## config.mk

```make
export PLATFORM = sky130hd
export DESIGN_NAME = dsrq_fifo
export DESIGN_NICKNAME = d
export VERILOG_FILES = /design/src/rtl/dsrq_pkg.sv /design/src/rtl/dsrq_fifo.sv
export SDC_FILE = /design/constraint.sdc
export NUM_CORES = 1
export LEC_CHECK = 0
export ABC_AREA = 1
export BUFFER_PORTS_ARGS = -buffer_cell sky130_fd_sc_hd__buf_4
export CAP_MARGIN = 20
export CORE_ASPECT_RATIO = 2
export CORE_MARGIN = 2
export CORE_UTILIZATION = 56
export DETAILED_ROUTE_END_ITERATION = 8
export PLACE_DENSITY_LB_ADDON = 0.08
export RECOVER_POWER = 50
export SYNTH_ARGS = -nofsm -noshare
export SYNTH_HDL_FRONTEND = slang
export SYNTH_SLANG_ARGS = --single-unit
```

## constraint.sdc

```tcl
create_clock -name clk -period 6.45 [get_ports clk]
set_input_delay 0.3225 -clock clk [delete_from_list [all_inputs] [get_ports clk]]
set_output_delay 0.3225 -clock clk [all_outputs]
set_load 0.005 [all_outputs]
```

## src/rtl/dsrq_pkg.sv

```systemverilog
// shared types and constants for the depth sort render queue
// no dependencies
`default_nettype none
package dsrq_pkg;
  localparam int DEFAULT_MAX_ENTRIES = 64;
  localparam int IDX_W = 6;
  localparam int KEY_W = 32;
  localparam int DROP_W = 8;

  localparam logic [1:0] KIND_POINT = 2'd0;
  localparam logic [1:0] KIND_LINE  = 2'd1;
  localparam logic [1:0] KIND_TRI   = 2'd2;
  localparam logic [1:0] KIND_QUAD  = 2'd3;

  typedef struct packed {
    logic [1:0]         elem_kind;
    logic signed [31:0] depth_a;
    logic signed [31:0] depth_b;
    logic signed [31:0] depth_c;
    logic signed [31:0] depth_d;
    logic               end_of_frame;
  } in_item_t;

  typedef struct packed {
    logic [IDX_W-1:0]        entry_index;
    logic signed [KEY_W-1:0] average_depth;
    logic [DROP_W-1:0]       dropped_pushes;
    logic                    last_of_run;
  } out_item_t;

  typedef struct packed {
    logic signed [KEY_W-1:0] key;
    logic                    eof;
  } q_entry_t;
endpackage
`default_nettype wire

```

## src/rtl/dsrq_fifo.sv

```systemverilog
// two-entry queue between front and back
// depends on dsrq_pkg
`default_nettype none
module dsrq_fifo (
  input  wire logic               clk,
  input  wire logic               rst_n,
  input  wire logic               wr_valid,
  output logic                    wr_ready,
  input  wire dsrq_pkg::q_entry_t wr_data,
  output logic                    rd_valid,
  input  wire logic               rd_ready,
  output dsrq_pkg::q_entry_t      rd_data
);
  dsrq_pkg::q_entry_t mem_r [2];
  logic wp_r, rp_r;
  logic [1:0] cnt_r;
  logic do_wr, do_rd;

  assign wr_ready = (cnt_r != 2'd2);
  assign rd_valid = (cnt_r != 2'd0);
  assign rd_data = mem_r[rp_r];
  assign do_wr = wr_valid && wr_ready;
  assign do_rd = rd_valid && rd_ready;

  always_ff @(posedge clk) begin
    if (!rst_n) begin
      wp_r <= 1'b0;
      rp_r <= 1'b0;
      cnt_r <= 2'd0;
    end else begin
      if (do_wr) wp_r <= ~wp_r;
      if (do_rd) rp_r <= ~rp_r;
      cnt_r <= cnt_r + 2'(do_wr) - 2'(do_rd);
    end
  end

  always_ff @(posedge clk) begin
    if (do_wr) mem_r[wp_r] <= wr_data;
  end
endmodule
`default_nettype wire

```

== Yosys cells after proc, flatten, opt, wreduce, memory -nomap -nowiden ==
Memories as Yosys holds them, arrays and structs flattened. A register that Yosys moved wholly into a read port is not among the register bits.
Cells that the tools add are included.
Storage, ports and cells
  memories kept: 1
  input port bits: 37
  output and inout bits: 35
  bits in registers: 4
  memory bits (writable): 66
  logic and storage cells: 16
Cells by class
  multiplexer cells: 4
  add/subtract/negate cells: 2
  reduce and logical (&&, ||, !) cells: 3
  bitwise logic cells: 2
  eq/ne operators: 1
Memory list
  mem_r: depth 2, width 33, read ports 1, clocked after memory_dff 1, wr ports 1, line dsrq_fifo.sv:14  | dsrq_pkg::q_entry_t mem_r [2];
Operators with widths (number)
  2-to-1 mux 1 bit: 4
  adder 2 x 1 -> 2 bit: 1
  logical AND 1 bit: 2
  != test 2 bit (second input constant): 1
  NOT 1 bit: 2
  nonzero test 2 bit: 1
  subtractor 2 x 1 -> 2 bit: 1

== Depth between registers and ports, before layout ==
  word-level depth: 4
  mapped depth: 11
  mapped depth without buffers: 11

== Least setup slack after synthesis ==
OpenSTA, ideal clock, no wires.
  path type: reg-to-reg
  start: register cnt_r[0]
  end: memory mem_r[0][0] (netlist name) (enable)
  arrival time: 1.979 ns
  clock period less this slack: 2.402 ns
  stages on the path, launching flop included: 5
  path buffers: 0
  setup slack: 4.048 ns
  data required time: 6.027 ns
  library setup time: 0.423 ns
  path through: dfxtp_1 > inv_1 > nand2_1 > nand2_1 > nor2_1
Between the ends
  word-level cells in the longest chain between the ends: 4
Ends and longest elaborated chain
  start, declared: line dsrq_fifo.sv:16  | logic [1:0] cnt_r;
  start signal, assigned: line dsrq_fifo.sv:33  | cnt_r <= cnt_r + 2'(do_wr) - 2'(do_rd);
  != test 2 bit: line dsrq_fifo.sv:19  | assign wr_ready = (cnt_r != 2'd2);
  named net wr_ready: line dsrq_fifo.sv:8  | output logic wr_ready,
  logical AND 1 bit: line dsrq_fifo.sv:22  | assign do_wr = wr_valid && wr_ready;
  2-to-1 mux 1 bit: line dsrq_fifo.sv:38  | if (do_wr) mem_r[wp_r] <= wr_data;
  2-to-1 mux 1 bit (implied by the code): line dsrq_fifo.sv:38
  end, declared: line dsrq_fifo.sv:14
The timed path passes the listed nets, and every way through them passes these cells.

==> results by group <==
Outcome
  • Status: complete, no violations

Synth
  • Yosys top cell by area: edfxtp_1
  • Synth Area per Inst: approximately 20 um^2
  • Predominant post-synthesis flop cell: edfxtp_1
  • Asr flop ratio synth: 0
  • Dominant cells by area after synthesis: edfxtp_1 (71%), mux2_4 (16%), dfxtp_1 (3.6%)
  • Post-synth net total: approximately 180
  • Post-Synthesis Cells: about 140
  • Post-synthesis sequential area ratio: 0.7495
  • Syn Std Cell Area: about 2800 um^2
  • Synthesis Warnings: 0
  • Number of flops mapped to enable cells by yosys: 66
  • Top-area cell type share of the netlist area: 0.7135
  • Cell variety after synth: 12
  • Top-count cell post-synth: edfxtp_1
  • Synth Register Bits: a little over 70
  • Post-synth top cells: edfxtp_1 (66), mux2_4 (30), nand2_1 (9), nor2_1 (8), inv_1 (7)

Worst hold path
  • Class of the worst hold path: in -> reg
  • Hold EP: mem_r[0][14]$_DFFE_PP_
  • Hold depth: 1
  • Worst hold path startpoint: wr_data[14]

Setup path
  • Flop2flop setup slack: ~4.5 ns
  • R2r endpoint: mem_r[1][8]$_DFFE_PP_
  • Setup crit end kind: output pin
  • Critical path launch point type: flip-flop
  • Crit path kind: reg -> out
  • Worst path required time: between 6 and 7 ns
  • Reg-to-Reg Start: cnt_r[0]$_SDFF_PN0_
  • Worst r2r path cells: 5
  • Critical Path AT: between 1.5 and 2 ns
  • Crit-path max FO: 33

Timing
  • Final period utilization: 0.3495
  • Final hold slack: between 0.15 and 0.2 ns
  • Clock Skew: slightly below 0.007 ns
  • Final Hold Fails: 0
  • Final setup violating endpoints: 0
  • Max_slew headroom: 0.2838
  • RSZ-0062 raised after global routing: false
  • Fin. max-slew vios: 0
  • Worst Tran Pin Value: 1.074 ns
  • Max Fclk: about 0.44 GHz
  • Post-layout minimum cycle time: 2.254 ns
  • Setup WS post-layout: 4.196 ns
  • TNS Setup: 0 ns

Floorplan
  • Row cnt: 36
  • Die Wd: between 50 and 60 um
  • Ports: 72
  • Core area: 4820 um^2
  • DIE AREA: between 5000 and 6000 um^2
  • Die Ht: 103.6 um
  • Initial Util: 0.5763

Power
  • Power Density: between 300 and 400 nW/um^2
  • Static Leakage: around 1.4 nW
  • Worst VDD drop: approximately 0.44 mV

Clocking
  • H-tree levels: 3
  • Post-CTS Setup Bufs: 0
  • Clk root buf: clkbuf_8
  • Clk slew on worst S/H paths: around 0.070 ns
  • Clk sinks: 71
  • CTS tree: built
  • Post-CTS sizing: 0
  • # hold bufs at CTS: 0
  • Worst-skew pair later-pin latency: between 0.3 and 0.4 ns
  • CTS Buf Count: 9
  • Max clock buf depth: 2

Finish
  • ANT cells: 0
  • Non-Filler Instances: 280
  • Synth-to-Final Area Change: 26.89%
  • # fillers: just over 300
  • # nets final: roughly 260
  • Layout cells sized above 1: 0.5022

Place
  • IO buf count: between 70 and 80
  • Placed Instances: about 260
  • Worst slack, placed: about 4.5 ns
  • HPWL Detailed: about 3300 um
  • Gp weighted congestion: ~0.64

Detailed routing
  • Post-DR wirelength/cell: about 17 um
  • DRC: 0
  • Routed WL: between 4000 and 5000 um
  • Starting DRT DRC Count: 59
  • Via/cell ratio: between 5 and 6
  • Detail Route Antenna Nets: 0
  • 1st-pass router iterations: 4
  • Via count: 1,451

GRT
  • Initial antenna violation count: 0
  • Total gr overflow: 0
  • Largest net degree at the start of global routing: 34
  • First-pass GRT wire length: between 7000 and 8000 um
  • Number of global-route vias before repair: roughly 1,600
  • GRT Total Usage: 0.1870

Run
  • MaxCap Viol Count: 0
## metal layers
layer	track usage	part of all wire
met5	0	0
met4	0.08242	0.013
met3	0.07781	0.062
met2	0.3240	0.60
met1	0.1790	0.32
## flip-flops by register name (all words and copies together) (netlist names), named ones only
signal and flops:
cnt_r 2, mem_r 66, wp_r 1, rp_r 1
## layout make-up
cell class,count,area [um^2],area share
timing repair buffer,72,503.0,0.1427
sequential,71,2083,0.5911
tap,57,71.32,0.02023
clock buffer,9,123.9,0.03514
clock inverter,7,111.4,0.03159
inverter,7,26.28,0.007455
multi-input combinational,57,605.6,0.1718
## kinds of logic after synthesis
logic type	synth area share
AOI/OAI and AO/OA	0.003604
adders and majority gates	0.009008
buffers and inverters	0.03514
DFF	0.7496
muxes	0.1743
and+or+nand+nor	0.02838
## metrics by stage
step	area (um^2)	power (mW)	utilization
floorplan	2778	0.8444	-
global placement	3327	0.9666	0.6903
detailed placement	3327	0.9875	0.6903
CTS	3562	1.394	0.7391
global route	3525	1.438	0.7313
finish	3525	1.374	0.7313
## where the power goes
group | switching (mW) | internal (mW) | leakage (nW)
combinational | 0.124 | 0.205 | 0.632
clock | 0.152 | 0.254 | 0.117
sequential | 0.0541 | 0.585 | 0.658
total | 0.330 | 1.04 | 1.41
## how the worst max path moves through the flow
stage / slack (ns) / depth (start not counted) / endpoint / start
3_5_place_dp: 4.53 / 5 / mem_r[1][0]$_DFFE_PP_ / cnt_r[0]$_SDFF_PN0_
3_3_place_gp: 4.54 / 2 / rd_data[1] / flip-flop
6_report: 4.20 / 2 / rd_data[32] / flip-flop
5_1_grt: 4.07 / 2 / rd_data[32] / flip-flop
4_1_cts: 4.16 / 2 / rd_data[32] / flip-flop
2_1_floorplan: 4.05 / 4 / mem_r[0][0]$_DFFE_PP_ / cnt_r[0]$_SDFF_PN0_
## critical path: stages (launching register included)
cell and delay (ns):
dfxtp_2 1.04, mux2_2 0.42, buf_4 0.13
## layout by cell type (no fill, tap or decap)
cell type   instances
clkbuf_1           10
clkinv_1            1
buf_4              37
dfxtp_2             1
bufinv_16           3
inv_1               7
clkbuf_8            9
mux2_2              3
clkinv_2            2
nor2_1              7
clkinvlp_4          1
mux2_4             30
nand2_1             9
ha_1                2
nand3_1             3
dfxtp_1             4
a21oi_1             2
edfxtp_1           66
nor2_4              1
clkbuf_4           25
(Power assumes the default switching activity.)
