## src/rtl/dsrq_pkg.sv

```systemverilog
// shared types and constants for the depth sort render queue
// no dependencies
`default_nettype none
package dsrq_pkg;
  localparam int DEFAULT_MAX_ENTRIES = 64;
  localparam int IDX_W = 6;
  localparam int KEY_W = 32;
  localparam int DROP_W = 8;

  localparam logic [1:0] KIND_POINT = 2'd0;
  localparam logic [1:0] KIND_LINE  = 2'd1;
  localparam logic [1:0] KIND_TRI   = 2'd2;
  localparam logic [1:0] KIND_QUAD  = 2'd3;

  typedef struct packed {
    logic [1:0]         elem_kind;
    logic signed [31:0] depth_a;
    logic signed [31:0] depth_b;
    logic signed [31:0] depth_c;
    logic signed [31:0] depth_d;
    logic               end_of_frame;
  } in_item_t;

  typedef struct packed {
    logic [IDX_W-1:0]        entry_index;
    logic signed [KEY_W-1:0] average_depth;
    logic [DROP_W-1:0]       dropped_pushes;
    logic                    last_of_run;
  } out_item_t;

  typedef struct packed {
    logic signed [KEY_W-1:0] key;
    logic                    eof;
  } q_entry_t;
endpackage
`default_nettype wire

```

## src/rtl/dsrq_front.sv

```systemverilog
// front end: captures an element and computes its floored average depth key
// depends on dsrq_pkg
`default_nettype none
module dsrq_front (
  input  wire logic              clk,
  input  wire logic              rst_n,
  input  wire logic              start,
  input  wire dsrq_pkg::in_item_t in_item,
  output logic                   busy,
  output logic                   fr_valid,
  input  wire logic              fr_ready,
  output dsrq_pkg::q_entry_t     fr_data
);
  localparam logic [1:0] ST_IDLE = 2'd0;
  localparam logic [1:0] ST_SUM  = 2'd1;
  localparam logic [1:0] ST_DIV  = 2'd2;
  localparam logic [1:0] ST_OUT  = 2'd3;
  localparam logic [34:0] DIV_BIAS = 35'h6_0000_0000; // 3 * 2^33

  logic [1:0] state_r, state_nxt;
  dsrq_pkg::in_item_t item_r;
  logic [34:0] num_r, quo_r;
  logic [1:0] rem_r;
  logic [2:0] step_r;
  logic signed [31:0] key_r;
  logic signed [33:0] sum_nxt;
  logic [34:0] num_nxt, quo_nxt;
  logic [1:0] rem_nxt;
  logic [2:0] t;

  assign busy = (state_r != ST_IDLE);
  assign fr_valid = (state_r == ST_OUT);
  assign fr_data.key = key_r;
  assign fr_data.eof = item_r.end_of_frame;

  always_comb begin
    sum_nxt = 34'(item_r.depth_a);
    if (item_r.elem_kind != dsrq_pkg::KIND_POINT) sum_nxt = sum_nxt + 34'(item_r.depth_b);
    if (item_r.elem_kind == dsrq_pkg::KIND_TRI || item_r.elem_kind == dsrq_pkg::KIND_QUAD)
      sum_nxt = sum_nxt + 34'(item_r.depth_c);
    if (item_r.elem_kind == dsrq_pkg::KIND_QUAD) sum_nxt = sum_nxt + 34'(item_r.depth_d);
  end

  // seven bits of long division by three per cycle
  always_comb begin
    num_nxt = num_r;
    quo_nxt = quo_r;
    rem_nxt = rem_r;
    t = 3'd0;
    for (int i = 0; i < 7; i++) begin
      t = {rem_nxt, num_nxt[34]};
      num_nxt = {num_nxt[33:0], 1'b0};
      if (t >= 3'd3) begin
        rem_nxt = 2'(t - 3'd3);
        quo_nxt = {quo_nxt[33:0], 1'b1};
      end else begin
        rem_nxt = t[1:0];
        quo_nxt = {quo_nxt[33:0], 1'b0};
      end
    end
  end

  always_comb begin
    state_nxt = state_r;
    unique case (state_r)
      ST_IDLE: if (start) state_nxt = ST_SUM;
      ST_SUM:  state_nxt = (item_r.elem_kind == dsrq_pkg::KIND_TRI) ? ST_DIV : ST_OUT;
      ST_DIV:  if (step_r == 3'd4) state_nxt = ST_OUT;
      ST_OUT:  if (fr_ready) state_nxt = ST_IDLE;
      default: state_nxt = ST_IDLE;
    endcase
  end

  always_ff @(posedge clk) begin
    if (!rst_n) begin
      state_r <= ST_IDLE;
    end else begin
      state_r <= state_nxt;
    end
  end

  always_ff @(posedge clk) begin
    if (state_r == ST_IDLE && start) item_r <= in_item;
    if (state_r == ST_SUM) begin
      num_r <= 35'(sum_nxt) + DIV_BIAS;
      quo_r <= '0;
      rem_r <= '0;
      step_r <= '0;
      unique case (item_r.elem_kind)
        dsrq_pkg::KIND_POINT: key_r <= 32'(sum_nxt);
        dsrq_pkg::KIND_LINE:  key_r <= 32'(sum_nxt >>> 1);
        dsrq_pkg::KIND_QUAD:  key_r <= 32'(sum_nxt >>> 2);
        default:              key_r <= '0;
      endcase
    end
    if (state_r == ST_DIV) begin
      num_r <= num_nxt;
      quo_r <= quo_nxt;
      rem_r <= rem_nxt;
      step_r <= step_r + 3'd1;
      // low word of quotient minus 2^33 equals the low word of the quotient
      if (step_r == 3'd4) key_r <= quo_nxt[31:0];
    end
  end
endmodule
`default_nettype wire

```

## config.mk

```make
export PLATFORM = sky130hd
export DESIGN_NAME = dsrq_front
export DESIGN_NICKNAME = d
export VERILOG_FILES = /design/src/rtl/dsrq_pkg.sv /design/src/rtl/dsrq_front.sv
export SDC_FILE = /design/constraint.sdc
export NUM_CORES = 1
export LEC_CHECK = 0
export BUFFER_PORTS_ARGS = -buffer_cell sky130_fd_sc_hd__buf_2
export CORE_ASPECT_RATIO = 0.75
export CORE_MARGIN = 4
export CORE_UTILIZATION = 45
export CTS_CLUSTER_SIZE = 12
export DETAILED_ROUTE_END_ITERATION = 10
export SYNTH_ARGS = -nofsm -noshare
export SYNTH_HDL_FRONTEND = slang
export SYNTH_SLANG_ARGS = --single-unit
```

## constraint.sdc

```tcl
create_clock -name clk -period 15.8 [get_ports clk]
set_input_delay 0.79 -clock clk [delete_from_list [all_inputs] [get_ports clk]]
set_output_delay 0.79 -clock clk [all_outputs]
set_load 0.005 [all_outputs]
```

Yosys cells after proc, flatten, opt, wreduce, memory -nomap -nowiden
Cells that the tools add are included.

word-level totals
  flip-flop bits (word level) = 230
  bits in latches = 0
  bits in writable memories = 0
  ROM bits = 0
  input port bits = 135
  memories = 0

operators by class
  $add $sub $neg = 12
  multiply operators = 0
  div/mod/pow operators = 0
  $lt $le $gt $ge = 7
  equality and inequality tests = 10
  shift operators = 0
  mux-type cells = 34
  bitwise operators = 0
  reductions and logical operators = 8

operator list
  kind                                                                                  count
  34-bit two-way mux                                                                    3
  32-bit two-way mux                                                                    3
  32-bit one-hot mux with 3 select lines                                                1
  35-bit two-way mux                                                                    2
  34-bit by 32-bit adder with 34-bit output                                             2
  25-bit two-way mux                                                                    2
  34-bit by 34-bit adder with 35-bit output (second input constant)                     1
  32-bit by 32-bit adder with 33-bit output                                             1
  2-bit two-way mux                                                                     12
  3-bit by 2-bit greater-or-equal comparator with 1-bit output (second input constant)  7
  2-bit subtractor (second input constant)                                              7
  2-bit equality test (second input constant)                                           4
  1-bit two-way mux                                                                     8
  2-bit one-hot mux with 4 select lines                                                 1
  3-bit two-way mux                                                                     2
  2-bit nonzero test                                                                    3
  2-bit by 1-bit equality test with 1-bit output (second input constant)                2
  2-bit logical NOT                                                                     2
  2-bit != test (second input constant)                                                 2
  3-bit by 1-bit adder with 3-bit output (second input constant)                        1
  3-bit equality test (second input constant)                                           1
  3-bit AND reduction                                                                   1
  2-bit by 1-bit != test with 1-bit output (second input constant)                      1
  1-bit logical AND                                                                     1
  1-bit logical OR                                                                      1

Logic depth before layout (Yosys ltp)
Gate-level depths: netlist (run 1).

  depth after elaboration = 16
  gate-level depth with buffers = 33
  gate-level depth less buffers = 32

Worst setup path after synthesis (run 1)
Ideal clock, no wire load.

  kind = reg-to-reg
  from = reg num_r[34]
  to = reg rem_r[1], data pin
  setup time = 0.256 ns
  data arrival time = 6.341 ns
  required time = 15.544 ns
  path slack = 9.203 ns
  stages on the path, launching flop included = 29
  buffers on the path = 0
  clock period less this slack = 6.597 ns
  path through = edfxtp_1 ha_1 nor3_1 nor2_1 ha_1 or4_4 o311ai_0 o21ai_0 ha_1 or2_2 o32a_4 mux2i_4 ha_1 or2_1 or3_1 o21ai_0 ha_1 nor3_1 mux2_2 o31ai_1 o311ai_4 ha_1 a311o_1 nor2_2 inv_1 a21oi_1 ha_1 nor3b_2 o211a_1

between the ends
  cells in the longest elaborated chain, start to end = 15
  elaborated cells between the ends (all ways) = 22
  classes of those cells = 7 x add/sub; 7 x order compare; 8 x mux

ends and longest elaborated chain
  element                                                                                           RTL line                            RTL
  from (decl)                                                                                       dsrq_front.sv:22                    logic [34:0] num_r, quo_r;
  from (signal assigned)                                                                            dsrq_front.sv:85                    num_r <= 35'(sum_nxt) + DIV_BIAS;
  from (signal assigned)                                                                            dsrq_front.sv:97                    num_r <= num_nxt;
  3-bit by 2-bit greater-or-equal comparator with 1-bit output or 2-bit subtractor (tied branches)  dsrq_front.sv:53, dsrq_front.sv:54
  2-bit two-way mux *                                                                               dsrq_front.sv:53                    if (t >= 3'd3) begin
  3-bit by 2-bit greater-or-equal comparator with 1-bit output or 2-bit subtractor (tied branches)  dsrq_front.sv:53, dsrq_front.sv:54
  2-bit two-way mux *                                                                               dsrq_front.sv:53
  3-bit by 2-bit greater-or-equal comparator with 1-bit output or 2-bit subtractor (tied branches)  dsrq_front.sv:53, dsrq_front.sv:54
  2-bit two-way mux *                                                                               dsrq_front.sv:53
  3-bit by 2-bit greater-or-equal comparator with 1-bit output or 2-bit subtractor (tied branches)  dsrq_front.sv:53, dsrq_front.sv:54
  2-bit two-way mux *                                                                               dsrq_front.sv:53
  3-bit by 2-bit greater-or-equal comparator with 1-bit output or 2-bit subtractor (tied branches)  dsrq_front.sv:53, dsrq_front.sv:54
  2-bit two-way mux *                                                                               dsrq_front.sv:53
  3-bit by 2-bit greater-or-equal comparator with 1-bit output or 2-bit subtractor (tied branches)  dsrq_front.sv:53, dsrq_front.sv:54
  2-bit two-way mux *                                                                               dsrq_front.sv:53
  3-bit by 2-bit greater-or-equal comparator with 1-bit output or 2-bit subtractor (tied branches)  dsrq_front.sv:53, dsrq_front.sv:54
  2-bit two-way mux *                                                                               dsrq_front.sv:53
  2-bit two-way mux *                                                                               dsrq_front.sv:96                    if (state_r == ST_DIV) begin
  to (signal assigned)                                                                              dsrq_front.sv:99                    rem_r <= rem_nxt;
  to (decl)                                                                                         dsrq_front.sv:23                    logic [1:0] rem_r;

Every way passes the cells marked *; elsewhere a longest branch is shown, timed or not.
A chain may end at the register's enable or synchronous reset.

Final worst setup path (run 1)
  from = reg item_r[98] in the netlist's numbering
  to = reg key_r[31]

between the ends
  cells in the longest elaborated chain, start to end = 10

ends and longest elaborated chain
  element                                    RTL line           RTL
  from (decl)                                dsrq_front.sv:21   dsrq_pkg::in_item_t item_r;
  from (signal assigned)                     dsrq_front.sv:83   if (state_r == ST_IDLE && start) item_r <= in_item;
  32-bit by 32-bit adder with 33-bit output  dsrq_front.sv:38   if (item_r.elem_kind != dsrq_pkg::KIND_POINT) sum_nxt = sum_nxt + 34'(item_r.depth_b);
  34-bit two-way mux *                       dsrq_front.sv:38
  34-bit by 32-bit adder with 34-bit output  dsrq_front.sv:40   sum_nxt = sum_nxt + 34'(item_r.depth_c);
  34-bit two-way mux *                       dsrq_front.sv:39   if (item_r.elem_kind == dsrq_pkg::KIND_TRI || item_r.elem_kind == dsrq_pkg::KIND_QUAD)
  34-bit by 32-bit adder with 34-bit output  dsrq_front.sv:41   if (item_r.elem_kind == dsrq_pkg::KIND_QUAD) sum_nxt = sum_nxt + 34'(item_r.depth_d);
  34-bit two-way mux *                       dsrq_front.sv:41
  32-bit one-hot mux with 3 select lines *   dsrq_front.sv:89   unique case (item_r.elem_kind)
  32-bit two-way mux *                       dsrq_front.sv:84   if (state_r == ST_SUM) begin
  32-bit two-way mux                         dsrq_front.sv:102  if (step_r == 3'd4) key_r <= quo_nxt[31:0];
  32-bit two-way mux *                       dsrq_front.sv:96
  to (signal assigned)                       dsrq_front.sv:90   dsrq_pkg::KIND_POINT: key_r <= 32'(sum_nxt);
  to (signal assigned)                       dsrq_front.sv:91   dsrq_pkg::KIND_LINE: key_r <= 32'(sum_nxt >>> 1);
  to (signal assigned)                       dsrq_front.sv:102
  to (decl)                                  dsrq_front.sv:25   logic signed [31:0] key_r;

Marked as above.

==> impl_results.md, run 1 <==
* Status: completed
* Post-synth top area share at between 30% and 40%
* Global-route wire length before repair at 73.3 mm
* Dpl hpwl at 37.0 mm
* Initial antenna violation count at 1
* I/O Buffers at 169
* Largest net degree at the start of global routing at 71
* Min Tclk post-route at roughly 8.1 ns
* Leading post-synthesis cells by cell area: edfxtp_1, ha_1, dfxtp_1
* Crit path required time at 16.28 ns
* Total clock sinks at 230
* Critical Path AT at 8.56 ns
* Max-slew violations at 0
* Reg-to-reg slack, setup at ~7.7 ns
* Slew headroom at 13.4%
* Avg Cell Area, Syn at 9.65 µm²
* Setup violations, final at 0
* Worst hold path type: input pin to flop
* CTS buffer count at 25
* Max Clock Skew at 0.0106 ns
* Register area share after synthesis at 42.9%
* Post-synthesis cell count at 1569
* Cell taking the most area after synthesis: edfxtp_1
* Vias in the first global route at about 12000
* Routed wire length at 48.5 mm
* Nets at 1966
* Crit share post-route at between 50% and 60%
* CP Class: flop to flop
* CP endpoint kind: flop
* Die area at 36700 µm²
* Grt total ovfl at 0
* Starting density of the core at 46.2%
* EDFF count, synth at between 150 and 200
* Vias/cell at 5.92
* Main synth FF type: edfxtp_1
* Commonest non-fill, non-tap cell in the layout: edfxtp_1
* Area growth, synth to finish at 13.7%
* Worst Path Max Fanout at 7
* CTS tree: done
* Clock-pin slew on the worst setup and hold paths at 0.06 ns
* Share of cells above drive strength 1 at 15.3%
* Drt wl/cell at 22.3 µm
* Post-DP Area at between 15000 and 20000 µm²
* Post-synthesis cell area at 15100 µm²
* DRC at 0
* Post-route antenna net violation count at 0
* Setup_tns at 0 ns
* Finished Cell Area at ~17000 µm²
* Core footprint at roughly 33000 µm²
* Clk_lat worst skew at 0.55 ns
* Via count at between 10000 and 15000
* Fill cells at 3059
* Die X at 220 µm
* Overall die height at around 170 µm
* I/O pins at between 150 and 200
* 1st-iter DRT viols at 1135
* RSZ-0062 raised after global routing: false
* Site row count at 57
* Top achievable clock speed at 124 MHz
* Synth Net Count at 1819
* Post-synth ARST share at 0%
* Yosys reg bits at 230
* H-tree levels at 1
* GPL Wtd Cong at approximately 1
* Clock root cell: clkbuf_16
* MaxCap Viol Count at 0
* Synth unique cells at 76
* CP max-delay cell: a41oi_1
* Yosys warns at 0
* Setup Buffers After CTS at 0
* Worst-Margin Slew at 1.30 ns
* Post-CTS resize count at 0
* DR pass1 iterations at 5
* Fin. Hold Viols at 0
* Max stage delay on crit path at 0.49 ns
* Highest-count cells in the layout ignoring fill and taps: edfxtp_1, buf_2, nand2_1
* Max Root-Sink Buffers at 3
* Gr usage total at between 20% and 30%
* # hold bufs at CTS at 0
* Worst Setup Start Kind: flop
==> stage by stage <==
step	setup slack, ns	utilization [%]	cells	hold WS, ns
floorplan	9.20	-	1569	0.435
global placement	7.92	50.1	2131	0.468
detailed placement	7.84	50.1	2131	0.467
CTS	7.77	52.5	2174	0.378
global route	6.94	52.5	2175	0.386
finish	7.72	52.5	2175	0.407
==> routing by layer <==
layer | up-vias | track usage (%) | routed length, µm
li1 | 6217 | - | -
met1 | 6058 | 42.0 | 24100
met2 | 554 | 34.2 | 18500
met3 | 46 | 6.79 | 4960
met4 | 0 | 4.78 | 923
met5 | - | 2.40 | 0
==> synth_stat cells, types with 7 or more instances <==
| library cell | number |
|---|---|
| edfxtp_1 | 189 |
| nand2_1 | 163 |
| a21oi_1 | 141 |
| nor2_1 | 126 |
| ha_1 | 112 |
| o21ai_0 | 108 |
| clkbuf_1 | 64 |
| xnor2_1 | 53 |
| inv_1 | 49 |
| a21o_1 | 45 |
| dfxtp_1 | 41 |
| xor2_1 | 37 |
| a211oi_1 | 31 |
| and2_1 | 26 |
| nand3_1 | 25 |
| nor3_1 | 24 |
| o211ai_1 | 20 |
| a31oi_1 | 19 |
| and3_1 | 17 |
| nand2b_1 | 16 |
| nor2b_1 | 16 |
| or3_1 | 15 |
| mux2i_1 | 14 |
| o21a_1 | 13 |
| o22ai_1 | 12 |
| mux2_2 | 11 |
| o31ai_1 | 11 |
| a41oi_1 | 10 |
| a221oi_1 | 9 |
| nand4_1 | 9 |
| o21bai_1 | 9 |
| o221ai_1 | 9 |
| a211o_1 | 8 |
| a221o_1 | 8 |
| a22oi_1 | 7 |
| a31o_2 | 7 |
==> flip-flops by register name, indices dropped and copies added (netlist names) <==
name and count:
item_r 130, state_r 2, key_r 32, num_r 35
fr_data 1, quo_r 25, rem_r 2, step_r 3
==> worst paths after layout <==
| path | from | to | depth (start not counted) |
|---|---|---|---|
| min reg2reg | quo_r[16]$_SDFFCE_PN0P_ | key_r[23]$_DFF_P_ | 2 |
| min | in_item[12] | item_r[12]$_DFFE_PP_ | 1 |
| max | item_r[98]$_DFFE_PP_ | key_r[31]$_DFF_P_ | 31 |
| max reg2reg | item_r[98]$_DFFE_PP_ | key_r[31]$_DFF_P_ | 31 |
==> critical path: cells and delay by family, from the launching register on <==
family                     cells  cell delay [ns]
adders and majority gates      3             1.07
DFF                            1             0.46
xor gates and xnor gates       3             0.90
AOI/OAI and AO/OA             17             4.36
and+or+nand+nor                8             1.20
==> layout make-up <==
class	count	area [µm²]	share of cell area, %
diodes	1	2.50	0.0145
repair buffers	189	996	5.78
inverters	49	184	1.07
flip-flops and latches	230	6500	37.7
clock inverters	8	80.1	0.465
clock buffers	35	693	4.02
multi-input cells	1221	8220	47.7
well taps	442	553	3.21
==> cell families after synthesis <==
family | after synthesis | synth area share [%]
compound gates | 525 | 23.1
xor+xnor | 91 | 5.35
fa+ha+maj | 115 | 9.65
buf+inv | 118 | 2.95
flops | 230 | 42.9
mux | 26 | 1.89
simple gates | 464 | 14.2
Power of run 1 is not shown: default switching activity piles up to over one toggle a cycle in this logic, so the estimate is an artifact.
==> run 2, diff against run 1 <==
Settings changed: PLACE_DENSITY from default to 0.66.
Clock period 15.8 ns to 6.95 ns, I/O delays scaled along.
==> run 2 against run 1 <==
Against the previous run:
- setup slack worse by 7.6 ns
- non-clock buffer count is 342 higher
- global-route usage is 2.0 points higher
- critical endpoint is now num_r[33]$_DFFE_PP_
- wire length is 9.9% higher
- via count is 13% higher
- cell count is 16% higher
- fmax is 18% higher
- flip-flop and latch count stayed put
- worst hold slack worse by 0.39 ns
- die area stayed put
- count of clock-buffer cells in the layout stayed put
==> impl_results.md, run 2 (synthesized netlist as in run 1, its figures left out) <==
* Slew headroom at about 28%
* Non-Filler Instances at about 2500
* Via count at 14500
* Clock-pin slew on the worst setup and hold paths at around 0.060 ns
* CTS tree: done
* Max Clock Skew at 0.0174 ns
* Largest regs: item_r: 130 flops, num_r: 35 flops, key_r: 32 flops
* Crit path required time at about 7.3 ns
* R2r endpoint: num_r[33]$_DFFE_PP_
* Gr usage total at between 20 and 30%
* CP Class: flop to flop
* MaxCap Viol Count at 0
* Die area at 36700 µm²
* Worst Path Max Fanout at 4
* Worst hold path type: input pin to flop
* CTS buffer count at 24
* Worst Setup Start Kind: flop
* CP endpoint kind: flop
* Min Tclk post-route at 6.86 ns
* Commonest non-fill, non-tap cell in the layout: buf_4
* Max stage delay on crit path at 0.41 ns
* Reg-to-reg slack, setup at 0.09 ns
* Core footprint at 32800 µm²
* Clk_lat worst skew at 0.55 ns
* DRC at 0
* RSZ-0062 raised after global routing: true
* CP max-delay cell: edfxtp_1
* Hold_sp: rst_n
* GPL Wtd Cong at about 0.97
* R2r worst-path depth at 32
* Fin. Hold Viols at 0
* I/O Buffers at 169
* Drt wl/cell at 21.2 µm
* Routed wire length at 53.2 mm
* Grt total ovfl at 0
* Die X at 220 µm
* Max-slew violations at 0
* Starting density of the core at 46.2%
* Vias in the first global route at 13900
* Hold Slack at 0.0190 ns
* Max Root-Sink Buffers at 3
* Worst setup path endpoint: num_r[33]$_DFFE_PP_
* 1st-iter DRT viols at 1460
* I/O pins at 170
* DR pass1 iterations at 6
* Dpl hpwl at slightly below 40 mm
* Fill cells at 2704
* Vias/cell at roughly 5.8
* Post-route antenna net violation count at 0
* Global-route wire length before repair at between 80 and 90 mm
* Flip-flop count of the largest register after layout at 130
* Highest-count cells in the layout ignoring fill and taps: buf_4, edfxtp_1, buf_2
* Total clock sinks at 230
* Crit. Startpoint: item_r[98]$_DFFE_PP_
* Crit share post-route at 98.7%
* Worst-Margin Slew at 1.07 ns
* Top achievable clock speed at between 100 and 150 MHz
* Area growth, synth to finish at 35.7%
* Initial antenna violation count at 2
* Setup violations, final at 0
* Clock root cell: clkbuf_16
* Status: completed
* Nets at approximately 2300
* Share of cells above drive strength 1 at 26.5%
* Most flop-heavy register: item_r
* Post-placement cell count at 2318
* Site row count at 57
* Largest net degree at the start of global routing at 78
* Reg2reg start: item_r[98]$_DFFE_PP_
* Overall die height at around 170 µm
* Critical Path AT at 7.16 ns
* H-tree levels at 1
[run 2: worst min path at each step]
stage / endpoint / slack [ns] / cells after the start
after floorplan: key_r[11]$_DFF_P_ / 0.44 / 2
after global placement: key_r[9]$_DFF_P_ / 0.46 / 2
after detailed placement: key_r[15]$_DFF_P_ / 0.47 / 2
after CTS: state_r[0]$_SDFFE_PN0P_ / 0.01 / 2
after global routing: state_r[0]$_SDFFE_PN0P_ / 0.02 / 2
final: state_r[0]$_SDFFE_PN0P_ / 0.02 / 2
[run 2: final cells by class]
class	instances	area [µm²]	share of cell area (%)
inverter	49	184	0.895
clock buffer	35	652	3.17
clock inverter	6	63.8	0.310
multi-input combinational	1221	8710	42.4
timing repair buffer	531	3890	18.9
antenna	2	5.00	0.0243
sequential	230	6500	31.6
tap	442	553	2.69
[run 2: stage by stage]
step	TNS (ns)	area [µm²]	setup WS (ns)	util, %
CTS	-0.0311	20000	-0.0311	61.1
global placement	-1.17	17800	-0.298	54.4
finish	0	20600	0.0871	62.7
global route	-0.869	20600	-0.217	62.7
detailed placement	-2.29	17800	-0.475	54.4
floorplan	0	15100	0.353	-
[run 2: critical path, delay by kind of cell, from the launching register on]
kind                     cells  cell delay [ns]
adder cells (fa/ha/maj)      3             0.90
AO/OA/AOI/OAI               17             3.46
buffers and inverters        2             0.23
XOR/XNOR                     3             0.61
AND/OR/NAND/NOR              7             1.00
flip-flops                   1             0.41
[run 2: per-layer routing]
| metal | up-vias | share of wire [%] | track usage, % |
|---|---|---|---|
| met3 | 81 | 11 | 8.09 |
| met5 | - | 0 | 0 |
| met1 | 6873 | 45 | 42.0 |
| li1 | 6898 | - | - |
| met4 | 0 | 2.2 | 5.62 |
| met2 | 689 | 42 | 40.2 |
[run 2: repair_timing]
item,in CTS,in global routing
buffers inserted,5,19
gates resized for setup,29,82
pin swaps,11,58
hold endpoints to repair,131,0
setup endpoints to repair,20,37
hold buffers,131,0
Power of run 2 is left out for the same reason.
